**src/sv/sgcd_pkg.sv**
```systemverilog
// sgcd_pkg: shared types and constants for the sequence gcd accumulator
// no dependencies
`timescale 1ns / 1ps

package sgcd_pkg;

	// fixed widths of the channel fields
	localparam int VALUE_W  = 31;
	localparam int RESULT_W = 31;

	// command kinds passed from front to back
	typedef logic [0:0] op_t;
	localparam op_t OP_FOLD = 1'b0;
	localparam op_t OP_LOAD = 1'b1;

	typedef struct packed {
		op_t  op;
		logic emit;
	} ctl_t;

	localparam int CTL_W = $bits(ctl_t);

endpackage

```
**src/sv/sgcd_in_if.sv**
```systemverilog
// sgcd_in_if: input channel, one sequence element per beat
// depends on sgcd_pkg
`timescale 1ns / 1ps

interface sgcd_in_if;
	logic                         valid;
	logic                         ready;
	logic [sgcd_pkg::VALUE_W-1:0] value;
	logic                         is_first;
	logic                         is_last;

	modport source (output valid, value, is_first, is_last, input ready);
	modport sink (input valid, value, is_first, is_last, output ready);
endinterface

```
**src/sv/sgcd_out_if.sv**
```systemverilog
// sgcd_out_if: result channel, one gcd per beat
// depends on sgcd_pkg
`timescale 1ns / 1ps

interface sgcd_out_if;
	logic                          valid;
	logic                          ready;
	logic [sgcd_pkg::RESULT_W-1:0] gcd_result;

	modport source (output valid, gcd_result, input ready);
	modport sink (input valid, gcd_result, output ready);
endinterface

```
**src/sv/sgcd_front.sv**
```systemverilog
// sgcd_front: accepts input beats, trims the element and classifies it
// depends on sgcd_pkg and sgcd_in_if
`timescale 1ns / 1ps

module sgcd_front #(
	parameter int DATA_WIDTH = 31
) (
	input  logic                   clk,
	input  logic                   arst_n,
	sgcd_in_if.sink                item,
	output logic                   cmd_valid,
	input  logic                   cmd_ready,
	output sgcd_pkg::ctl_t         cmd_ctl,
	output logic [DATA_WIDTH-1:0]  cmd_value
);

	logic                  valid_s1;
	sgcd_pkg::ctl_t        ctl_s1;
	logic [DATA_WIDTH-1:0] value_s1;

	assign item.ready = !valid_s1 || cmd_ready;

	always_ff @(posedge clk or negedge arst_n) begin
		if (!arst_n) begin
			valid_s1 <= 1'b0;
		end else if (item.ready) begin
			valid_s1 <= item.valid;
		end
	end

	always_ff @(posedge clk) begin
		if (item.valid && item.ready) begin
			ctl_s1.op   <= item.is_first ? sgcd_pkg::OP_LOAD : sgcd_pkg::OP_FOLD;
			ctl_s1.emit <= item.is_last;
			value_s1    <= DATA_WIDTH'(item.value);
		end
	end

	assign cmd_valid = valid_s1;
	assign cmd_ctl   = ctl_s1;
	assign cmd_value = value_s1;

endmodule

```
**src/sv/sgcd_queue.sv**
```systemverilog
// sgcd_queue: short command queue between front and back
// no dependencies
`timescale 1ns / 1ps

module sgcd_queue #(
	parameter int WIDTH = 33,
	parameter int DEPTH = 2
) (
	input  logic             clk,
	input  logic             arst_n,
	input  logic             push_valid,
	output logic             push_ready,
	input  logic [WIDTH-1:0] push_data,
	output logic             pop_valid,
	input  logic             pop_ready,
	output logic [WIDTH-1:0] pop_data
);

	localparam int PW = (DEPTH > 1) ? $clog2(DEPTH) : 1;
	localparam int CW = $clog2(DEPTH + 1);

	logic [WIDTH-1:0] mem_q [DEPTH];
	logic [PW-1:0]    wr_ptr_q;
	logic [PW-1:0]    rd_ptr_q;
	logic [CW-1:0]    count_q;
	logic             push;
	logic             pop;

	assign push_ready = (count_q != CW'(DEPTH));
	assign pop_valid  = (count_q != '0);
	assign pop_data   = mem_q[rd_ptr_q];
	assign push       = push_valid && push_ready;
	assign pop        = pop_valid && pop_ready;

	always_ff @(posedge clk or negedge arst_n) begin
		if (!arst_n) begin
			wr_ptr_q <= '0;
			rd_ptr_q <= '0;
			count_q  <= '0;
		end else begin
			if (push) begin
				wr_ptr_q <= (wr_ptr_q == PW'(DEPTH - 1)) ? '0 : wr_ptr_q + 1'b1;
			end
			if (pop) begin
				rd_ptr_q <= (rd_ptr_q == PW'(DEPTH - 1)) ? '0 : rd_ptr_q + 1'b1;
			end
			if (push && !pop) begin
				count_q <= count_q + 1'b1;
			end else if (pop && !push) begin
				count_q <= count_q - 1'b1;
			end
		end
	end

	always_ff @(posedge clk) begin
		if (push) begin
			mem_q[wr_ptr_q] <= push_data;
		end
	end

endmodule

```
**src/sv/sgcd_back.sv**
```systemverilog
// sgcd_back: running divisor and iterative binary gcd engine
// depends on sgcd_pkg and sgcd_out_if
`timescale 1ns / 1ps

module sgcd_back #(
	parameter int DATA_WIDTH = 31
) (
	input  logic                  clk,
	input  logic                  arst_n,
	input  logic                  cmd_valid,
	output logic                  cmd_ready,
	input  sgcd_pkg::ctl_t        cmd_ctl,
	input  logic [DATA_WIDTH-1:0] cmd_value,
	sgcd_out_if.source            result
);

	localparam int KW = $clog2(DATA_WIDTH + 1);

	localparam logic [0:0] ST_IDLE = 1'b0;
	localparam logic [0:0] ST_RUN  = 1'b1;

	logic [0:0]            state_q;
	logic [DATA_WIDTH-1:0] running_q;
	logic [DATA_WIDTH-1:0] a_q;
	logic [DATA_WIDTH-1:0] b_q;
	logic [KW-1:0]         k_q;
	logic                  last_q;
	logic                  out_valid_q;
	logic [DATA_WIDTH-1:0] res_q;
	logic [63:0]           res_wide;

	logic                  slot_free;
	logic                  cmd_pop;
	logic                  run_done;
	logic                  run_fin;
	logic [DATA_WIDTH-1:0] run_gcd;
	logic                  emit_now;
	logic [DATA_WIDTH-1:0] emit_val;

	assign slot_free = !out_valid_q || result.ready;
	assign cmd_ready = (state_q == ST_IDLE) && slot_free;
	assign cmd_pop   = cmd_valid && cmd_ready;

	assign run_done = (a_q == '0) || (b_q == '0);
	assign run_gcd  = ((a_q == '0) ? b_q : a_q) << k_q;
	assign run_fin  = (state_q == ST_RUN) && run_done && (!last_q || slot_free);

	always_comb begin
		emit_now = 1'b0;
		emit_val = run_gcd;
		if (run_fin && last_q) begin
			emit_now = 1'b1;
		end else if (cmd_pop && cmd_ctl.op == sgcd_pkg::OP_LOAD && cmd_ctl.emit) begin
			emit_now = 1'b1;
			emit_val = cmd_value;
		end
	end

	always_ff @(posedge clk or negedge arst_n) begin
		if (!arst_n) begin
			state_q     <= ST_IDLE;
			running_q   <= '0;
			out_valid_q <= 1'b0;
		end else begin
			if (emit_now) begin
				out_valid_q <= 1'b1;
			end else if (result.ready) begin
				out_valid_q <= 1'b0;
			end
			case (state_q)
				ST_IDLE: begin
					if (cmd_pop) begin
						if (cmd_ctl.op == sgcd_pkg::OP_LOAD) begin
							running_q <= cmd_ctl.emit ? '0 : cmd_value;
						end else begin
							state_q <= ST_RUN;
						end
					end
				end
				ST_RUN: begin
					if (run_fin) begin
						state_q   <= ST_IDLE;
						running_q <= last_q ? '0 : run_gcd;
					end
				end
				default: begin
					state_q <= ST_IDLE;
				end
			endcase
		end
	end

	// operands load while idle; binary gcd step: strip shared twos, strip lone twos, subtract odd from odd
	always_ff @(posedge clk) begin
		if (emit_now) begin
			res_q <= emit_val;
		end
		if (state_q == ST_IDLE) begin
			a_q    <= running_q;
			b_q    <= cmd_value;
			k_q    <= '0;
			last_q <= cmd_ctl.emit;
		end else if (!run_done) begin
			if (!a_q[0] && !b_q[0]) begin
				a_q <= a_q >> 1;
				b_q <= b_q >> 1;
				k_q <= k_q + 1'b1;
			end else if (!a_q[0]) begin
				a_q <= a_q >> 1;
			end else if (!b_q[0]) begin
				b_q <= b_q >> 1;
			end else if (a_q >= b_q) begin
				a_q <= a_q - b_q;
			end else begin
				b_q <= b_q - a_q;
			end
		end
	end

	assign res_wide          = 64'(res_q);
	assign result.valid      = out_valid_q;
	assign result.gcd_result = res_wide[sgcd_pkg::RESULT_W-1:0];

	a_shift_bound: assert property (@(posedge clk) disable iff (!arst_n)
		(state_q == ST_RUN) |-> (k_q <= KW'(DATA_WIDTH)))
		else $error("gcd shared shift count out of range");

	a_clear_after_emit: assert property (@(posedge clk) disable iff (!arst_n)
		emit_now |=> (running_q == '0))
		else $error("running divisor not cleared after a result");

	a_no_overwrite: assert property (@(posedge clk) disable iff (!arst_n)
		(out_valid_q && !result.ready) |-> !emit_now)
		else $error("pending result overwritten");

	a_shrinks: assert property (@(posedge clk) disable iff (!arst_n)
		(state_q == ST_RUN && $past(state_q == ST_RUN) && $past(!run_done)) |->
		((DATA_WIDTH + 1)'(a_q) + (DATA_WIDTH + 1)'(b_q) <
		 $past((DATA_WIDTH + 1)'(a_q) + (DATA_WIDTH + 1)'(b_q))))
		else $error("gcd step made no progress");

endmodule

```
**src/sv/sequence_gcd_accumulator_core.sv**
```systemverilog
// an item flagged first and last passes the front stage, the command queue and the result register unchanged
// fold items add a run of binary gcd steps (shift or subtract) in the back
// the back takes no new element during a gcd run; the single gcd engine in the back sets the rate
// a 2-entry command queue lets the input side keep taking beats during a run until it is full
// reset: asynchronous, clears the running divisor, queue and result valid
`timescale 1ns / 1ps

module sequence_gcd_accumulator_core #(
	parameter int DATA_WIDTH = 31
) (
	input  logic       clk,
	input  logic       arst_n,
	sgcd_in_if.sink    item,
	sgcd_out_if.source result
);

	localparam int QW = DATA_WIDTH + sgcd_pkg::CTL_W;

	logic                  f_valid;
	logic                  f_ready;
	sgcd_pkg::ctl_t        f_ctl;
	logic [DATA_WIDTH-1:0] f_value;
	logic                  b_valid;
	logic                  b_ready;
	logic [QW-1:0]         b_data;
	sgcd_pkg::ctl_t        b_ctl;
	logic [DATA_WIDTH-1:0] b_value;

	sgcd_front #(.DATA_WIDTH(DATA_WIDTH)) u_front (
		.clk       (clk),
		.arst_n    (arst_n),
		.item      (item),
		.cmd_valid (f_valid),
		.cmd_ready (f_ready),
		.cmd_ctl   (f_ctl),
		.cmd_value (f_value)
	);

	sgcd_queue #(.WIDTH(QW), .DEPTH(2)) u_queue (
		.clk        (clk),
		.arst_n     (arst_n),
		.push_valid (f_valid),
		.push_ready (f_ready),
		.push_data  ({f_ctl, f_value}),
		.pop_valid  (b_valid),
		.pop_ready  (b_ready),
		.pop_data   (b_data)
	);

	assign b_ctl   = b_data[QW-1:DATA_WIDTH];
	assign b_value = b_data[DATA_WIDTH-1:0];

	sgcd_back #(.DATA_WIDTH(DATA_WIDTH)) u_back (
		.clk       (clk),
		.arst_n    (arst_n),
		.cmd_valid (b_valid),
		.cmd_ready (b_ready),
		.cmd_ctl   (b_ctl),
		.cmd_value (b_value),
		.result    (result)
	);

endmodule
```
**src/flat_wrapper.sv**
```systemverilog
// flat-port wrapper written by rule: the top's interface ports become plain ports
module sequence_gcd_accumulator_core_flat 
#(
	parameter int DATA_WIDTH = 31
)
  (clk, arst_n, item_valid, item_value, item_is_first, item_is_last, item_ready, result_valid, result_gcd_result, result_ready);
  sgcd_in_if item_i ();
  sgcd_out_if result_i ();
  input  logic clk;
  input  logic arst_n;
  input wire logic [$bits(item_i.valid)-1:0] item_valid;
  input wire logic [$bits(item_i.value)-1:0] item_value;
  input wire logic [$bits(item_i.is_first)-1:0] item_is_first;
  input wire logic [$bits(item_i.is_last)-1:0] item_is_last;
  output wire logic [$bits(item_i.ready)-1:0] item_ready;
  output wire logic [$bits(result_i.valid)-1:0] result_valid;
  output wire logic [$bits(result_i.gcd_result)-1:0] result_gcd_result;
  input wire logic [$bits(result_i.ready)-1:0] result_ready;
  assign item_i.valid = item_valid;
  assign item_i.value = item_value;
  assign item_i.is_first = item_is_first;
  assign item_i.is_last = item_is_last;
  assign item_ready = item_i.ready;
  assign result_valid = result_i.valid;
  assign result_gcd_result = result_i.gcd_result;
  assign result_i.ready = result_ready;
  sequence_gcd_accumulator_core #(.DATA_WIDTH(DATA_WIDTH)) u_core (.clk(clk), .arst_n(arst_n), .item(item_i), .result(result_i));
endmodule
```
**config.mk**
```make
export PLATFORM = sky130hd
export DESIGN_NAME = sequence_gcd_accumulator_core_flat
export DESIGN_NICKNAME = d
export VERILOG_FILES = /design/src/sv/sgcd_pkg.sv /design/src/sv/sgcd_in_if.sv /design/src/sv/sgcd_out_if.sv /design/src/sv/sgcd_front.sv /design/src/sv/sgcd_queue.sv /design/src/sv/sgcd_back.sv /design/src/sv/sequence_gcd_accumulator_core.sv /design/src/flat_wrapper.sv
export SDC_FILE = /design/constraint.sdc
export NUM_CORES = 1
export LEC_CHECK = 0
export BUFFER_PORTS_ARGS = -buffer_cell sky130_fd_sc_hd__buf_4
export CAP_MARGIN = 0
export CORE_MARGIN = 8
export CORE_UTILIZATION = 59
export CTS_CLUSTER_DIAMETER = 50
export DETAILED_ROUTE_END_ITERATION = 6
export GPL_TIMING_DRIVEN = 0
export PLACE_DENSITY = 0.73
export SETUP_SLACK_MARGIN = 0.4
export SLEW_MARGIN = 20
export SYNTH_ARGS = -nofsm -noshare
export SYNTH_HDL_FRONTEND = slang
export SYNTH_SLANG_ARGS = --single-unit
```
**constraint.sdc**
```tcl
create_clock -name clk -period 5.8 [get_ports clk]
set_input_delay 1.16 -clock clk [delete_from_list [all_inputs] [get_ports clk]]
set_output_delay 1.16 -clock clk [all_outputs]
set_load 0.05 [all_outputs]
```
Word-level counts from Yosys, hierarchy flattened. Memories as Yosys holds them, arrays and structs flattened. Cells that the tools add are included.

Flip-flop bits (word level): 170. Memory bits (writable): 66. Output and inout bits: 33. Logic and storage cells: 107. Memories kept: 1.

Memories: u_core.u_queue.mem_q (depth 2, width 33, rd ports 1, clocked after Yosys merged registers in 0, wr ports 1, RTL line sgcd_queue.sv:22) `logic [WIDTH-1:0] mem_q [DEPTH];`.

Add/sub/neg operators: 7. $lt $le $gt $ge: 1. Eq/ne operators: 9. Shift-type cells: 1. Muxes and demuxes: 36. Bitwise operators: 2. Reduce and logical (&&, ||, !) cells: 33.

Operator list (number): 31-bit two-way mux (20); 31-bit zero test (2); 31-bit one-hot mux with 2 select lines (1); 31-bit subtractor (2); 31-bit >= comparator (1); 31-bit by 5-bit left shift with 31-bit output (1); 1-bit logical AND (12); 1-bit two-way mux (12); 3-bit AND reduction (3); 4-bit by 2-bit != test with 1-bit output, second input constant (2); 1-bit zero test (7); 2-bit != test, second input constant (3); 2-bit nonzero test (3); 5-bit by 1-bit adder with 5-bit output, second input constant (1); 1-bit logical OR (4); 2-bit two-way mux (2); 2-bit by 1-bit != test with 1-bit output, second input constant (2); 4-bit != test, second input constant (1); 2-bit AND reduction (2); 3-bit by 1-bit != test with 1-bit output, second input constant (1); 1-bit adder, second input constant (2); 2-bit by 1-bit adder with 2-bit output, second input constant (1); 1-bit inverter (2); 1-bit one-hot mux with 2 select lines (1); 2-bit by 1-bit subtractor with 2-bit output, second input constant (1).

Logic depth before layout (Yosys ltp).
Depth after elaboration: 9. Gate-level depth with buffers: 14.

By module. Synthesis repeated with hierarchy kept, for this count alone.

Cells, all modules: 1529. Area, all modules: 15661.3 µm².

Modules (own cells, without submodules): sgcd_back (times used 1, cells each 1371, area an instance 11888.9 µm², sequential area each 3748.6 µm²); sgcd_queue (times used 1, cells each 121, area an instance 2727.6 µm², sequential area each 2082.0 µm²); sgcd_front (times used 1, cells each 37, area an instance 1044.8 µm², sequential area each 1016.0 µm²).

Worst setup path after synthesis. OpenSTA, ideal clock, no wires.

Kind: reg2reg. Start point: reg u_core.u_back.b_q[26]. End point: reg u_core.u_back.a_q[10] (enable). Library setup time: 459 ps. Arrival: 4551 ps. Setup slack: 791 ps. Stages on the path, launching flop included: 11. Clock period less this slack: 5009 ps. Cells stage by stage: edfxtp_1 > ha_1 > clkbuf_1 > and2_1 > nand4_1 > or3_1 > o31ai_1 > a311o_1 > a21oi_1 > o21a_1 > o21ai_0.

Cells in the longest elaborated chain, start to end: 4. Elaborated cells on any way between the ends: 6.

RTL lines: from (decl) (RTL line sgcd_back.sv:25) `logic [DATA_WIDTH-1:0] b_q;`; from (signal assigned) (RTL line sgcd_back.sv:100) `b_q <= cmd_value;`; from (signal assigned) (RTL line sgcd_back.sv:106) `b_q <= b_q >> 1;`; from (signal assigned) (RTL line sgcd_back.sv:111) `b_q <= b_q >> 1;`; branches (longest 3 deep; another with 31-bit >= comparator); 3-bit AND reduction (no line) (*); to (signal assigned) (RTL line sgcd_back.sv:99) `a_q <= running_q;`; to (signal assigned) (RTL line sgcd_back.sv:105) `a_q <= a_q >> 1;`; to (signal assigned) (RTL line sgcd_back.sv:109) `a_q <= a_q >> 1;`; to (decl) (RTL line sgcd_back.sv:24) `logic [DATA_WIDTH-1:0] a_q;`.

Every way passes the cells marked *. A chain may end at the register's enable or synchronous reset.

Worst setup path after layout.
Start point: reg u_core.u_back.a_q[0]. End point: reg u_core.u_back.a_q[28], data pin.

Cells in the longest elaborated chain, start to end: 7. Elaborated cells on any way between the ends: 9.

RTL lines: 31-bit subtractor (RTL line sgcd_back.sv:113) `a_q <= a_q - b_q;`; 31-bit two-way mux (RTL line sgcd_back.sv:112) `end else if (a_q >= b_q) begin`; 31-bit two-way mux (RTL line sgcd_back.sv:110) `end else if (!b_q[0]) begin`; 31-bit two-way mux (RTL line sgcd_back.sv:108) `end else if (!a_q[0]) begin`; 31-bit two-way mux (*) (RTL line sgcd_back.sv:104) `if (!a_q[0] && !b_q[0]) begin`; 31-bit two-way mux (*) (RTL line sgcd_back.sv:103) `end else if (!run_done) begin`; 31-bit two-way mux (*) (RTL line sgcd_back.sv:98) `if (state_q == ST_IDLE) begin`.

Every way passes the cells marked *; elsewhere a longest branch is shown, timed or not. The select of a mux whose other input is x is not followed.

==> results.yml <==
status:
  outcome: "finished, violations left"
  violations: "design-rule violations"
yosys:
  ys_warn_count: 0
  synth_top_area_share: 0.375
  synthArstFlopShare: 0.161
  synth-edff-count: 193
  ys_types: 76
  synth_nets: 1651
  synth_seq_area_share: 0.443
  synthCells: 1547
  ys_ff_latch: 236
  ys.flop_type: "edfxtp_1"
  synth_top_area_cell: "edfxtp_1"
  synthesis.area_mm2: 0.0155
  synthTopCellsByArea: "edfxtp_1 38%, dfrtp_1 6.2%, a21oi_1 5.8%"
  synth_area_per_cell_um2: 9.99
floorplan:
  dieArea_mm2: 0.0316
  die_w_um: 178
  die_y_um: 178
  io_pins: 70
  start_util: 0.596
  core_area_mm2: 0.0259
  num_rows: 59
run:
  drv_cap: 0
clock_tree:
  cts_tree: "built"
  clk_path_buf_depth: 3
  clk_latency_ns: 0.57
  cts_htree_levels: 1
  cts_buffers: 29
  cts_resized: 0
  clkTransAtPathRegs_ns: 0.06
  root_buffer: "clkbuf_16"
  cts_sinks: 236
  postCtsHoldBufs: 0
  postCtsSetupBuffers: 0
place:
  gp_congestion: 1.03
  dp_hpwl_mm: 43.2
  dp.cells: 1955
  dpl_cell_area_mm2: 0.0165
  io_buffer_count: 69
grt:
  grt_pass1_vias: 13500
  grt_max_degree: 39
  grt_pass1_wl_mm: 84.2
  grt_usage: 0.355
  antenna_found_initial: 0
  grt_overflow: 0
detailed_routing:
  avgViaCountPerCell: 6.94
  firstDrtPassIters: 7
  ant_nets: 0
  num_vias: 13900
  dr.first_iter.drc_count: 2057
  drc: 4
  drt-wirelength-per-cell_um: 28.1
  routed_wl_mm: 56.3
setup_path:
  end_kind: "flop"
  worstSetupPathType: "flop to flop"
  critical_path_buf_inv_count: 3
  path_max_fanout: 8
  worstPathArrival_ns: 5.10
  crit_required_ns: 6.10
  cp-start-kind: "flop"
  cp_top_family: "compound AO/OA/AOI/OAI gates"
  crit_slowest_cell: "o41ai_1"
  slowest_delay_ns: 0.93
  crit_chain: "buf_6 > inv_1 > ha_1 > inv_1 > fa_1 > a211oi_1 > o21ai_0 > a21oi_1 > o21ai_0 > o41ai_1 > o21ai_0 > xnor2_1 > a221oi_1 > nor2_1"
  crit_top_cell: "o21ai_0"
sta:
  tightestPinTransition_ns: 1.14
  fin_crit_ns: 4.80
  slew_violations: 0
  max_freq_mhz: 208
  final-hold-violation-count: 0
  finalSetupViolCount: 0
  rsz0062_at_grt: "no"
  relSlewSlack: 0.228
  period_share: 0.828
  skew_ns: 0.0197
layout:
  syn_to_final_growth_pct: 12.8
  fillCellCount: 2040
  layout-drive-gt1-share: 0.121
  diodes: 0
  nets: 1755
  final_cell_area_mm2: 0.0174
  final_cells: 2006
worst_hold_path:
  hp-class: "flop to flop"
-- cells in the mapped netlist (4+ instances only) --
master and number:
buf_2 10, a21o_1 27, and3_1 12, a21oi_2 5, mux2i_1 62, dfxtp_1 5, o21ai_0 67, a2bb2oi_1 4
dfrtp_1 38, a31oi_1 17, a31o_2 4, o41ai_1 5, o31ai_1 13, o22a_1 5, edfxtp_1 193, o221ai_1 15
a221oi_1 25, nor2_1 148, a211oi_1 14, o21a_1 13, nand2_1 87, mux2_2 21, xor2_1 19, nand4_1 13
a22oi_1 25, o21bai_1 18, a22o_1 5, mux4_2 27, and4_1 4, a21boi_0 5, o22ai_1 8, nor4_1 13
a21oi_1 179, xnor2_1 42, o211ai_1 12, ha_1 65, nand2b_1 12, and2_1 11, buf_1 11, nor3_1 24
clkbuf_1 76, nand3_1 43, inv_1 94
-- through the flow --
step / setup TNS [ns] / hold slack, ns / util / setup slack, ns
floorplan: 0 / 0.421 / - / 0.791
global placement: -78.19 / 0.423 / 0.633 / -1.43
detailed placement: 0 / 0.430 / 0.638 / 1.02
CTS: 0 / 0.444 / 0.673 / 1.02
global route: 0 / 0.449 / 0.673 / 0.788
finish: 0 / 0.442 / 0.673 / 0.998
-- area by class of cell --
type                    instances  area (µm²)  area share
multi-input cells            1114        7870       0.451
flip-flops and latches        236        6850       0.393
clock buffers                  35         768      0.0441
repair buffers                 73         613      0.0352
well taps                     335         419      0.0240
plain buffers                 101         414      0.0238
inverters                      96         360      0.0207
clock inverters                16         144     0.00825
-- flip-flops by register name (all words and copies together), names as in the netlist --
signal,flops
u_core.u_queue.rd_ptr_q,1
u_core.u_back.state_q,1
u_core.u_queue.wr_ptr_q,1
u_core.u_front.cmd_ctl,2
u_core.u_front.cmd_valid,1
u_core.u_back.running_q,31
u_core.u_back.a_q,31
u_core.u_back.last_q,1
u_core.u_back.result.gcd_result,31
u_core.u_back.result.valid,1
u_core.u_back.b_q,31
u_core.u_queue.mem_q,66
u_core.u_back.k_q,5
u_core.u_front.cmd_value,31
u_core.u_queue.count_q,2
-- kinds of logic (layout without fill, tap and decap cells) --
group,after synthesis,in the layout,synth area share
buf+inv,197,321,0.0501
compound gates,492,492,0.206
fa+ha+maj,67,67,0.0552
mux,113,113,0.0982
flops,236,236,0.443
xor+xnor,61,61,0.0346
simple gates,381,381,0.113
-- layout by cell type, fill, tap and decap left out, types with 8 or more instances in the layout --
cell / count
a211oi_1: 14
a21o_1: 27
a21oi_1: 179
a221oi_1: 25
a22oi_1: 25
a31oi_1: 17
and2_1: 10
and3_1: 11
buf_1: 11
buf_2: 10
buf_4: 71
clkbuf_1: 80
clkbuf_16: 29
dfrtp_1: 38
edfxtp_1: 193
ha_1: 65
inv_1: 94
mux2_2: 21
mux2i_1: 62
mux4_2: 27
nand2_1: 87
nand2b_1: 12
nand3_1: 43
nand4_1: 13
nor2_1: 147
nor3_1: 24
nor4_1: 13
o211ai_1: 12
o21a_1: 13
o21ai_0: 65
o21bai_1: 18
o221ai_1: 15
o22ai_1: 8
o31ai_1: 13
xnor2_1: 42
xor2_1: 19
-- routing by layer --
metal  wire length, µm  share of wire  GRT usage
met5                 0              0          0
met4              3610          0.064      0.191
met3              6280           0.11     0.0787
met2             25400           0.45      0.560
met1             21000           0.37      0.449
-- path summary, 6_finish.rpt --
| path | from | endpoint | slack, ns | cells after the start |
|---|---|---|---|---|
| max in group asynchronous | arst_n | u_core.u_back.running_q[0] | 4.80 | 1 |
| min in group asynchronous | arst_n | u_core.u_queue.count_q[1] | 0.58 | 1 |
| worst max-delay path | u_core.u_back.a_q[0] | u_core.u_back.a_q[28] | 1.0 | 14 |
| worst max register to register | u_core.u_back.a_q[0] | u_core.u_back.a_q[28] | 1.0 | 14 |
| worst min-delay path | u_core.u_front.cmd_value[13] | u_core.u_queue.mem_q[0][13] | 0.44 | 0 |
| worst min register to register | u_core.u_front.cmd_value[13] | u_core.u_queue.mem_q[0][13] | 0.44 | 0 |
Power is left out: the tool's default activity adds up to more than one toggle a clock period on the data nets, which glitch-free logic cannot reach.
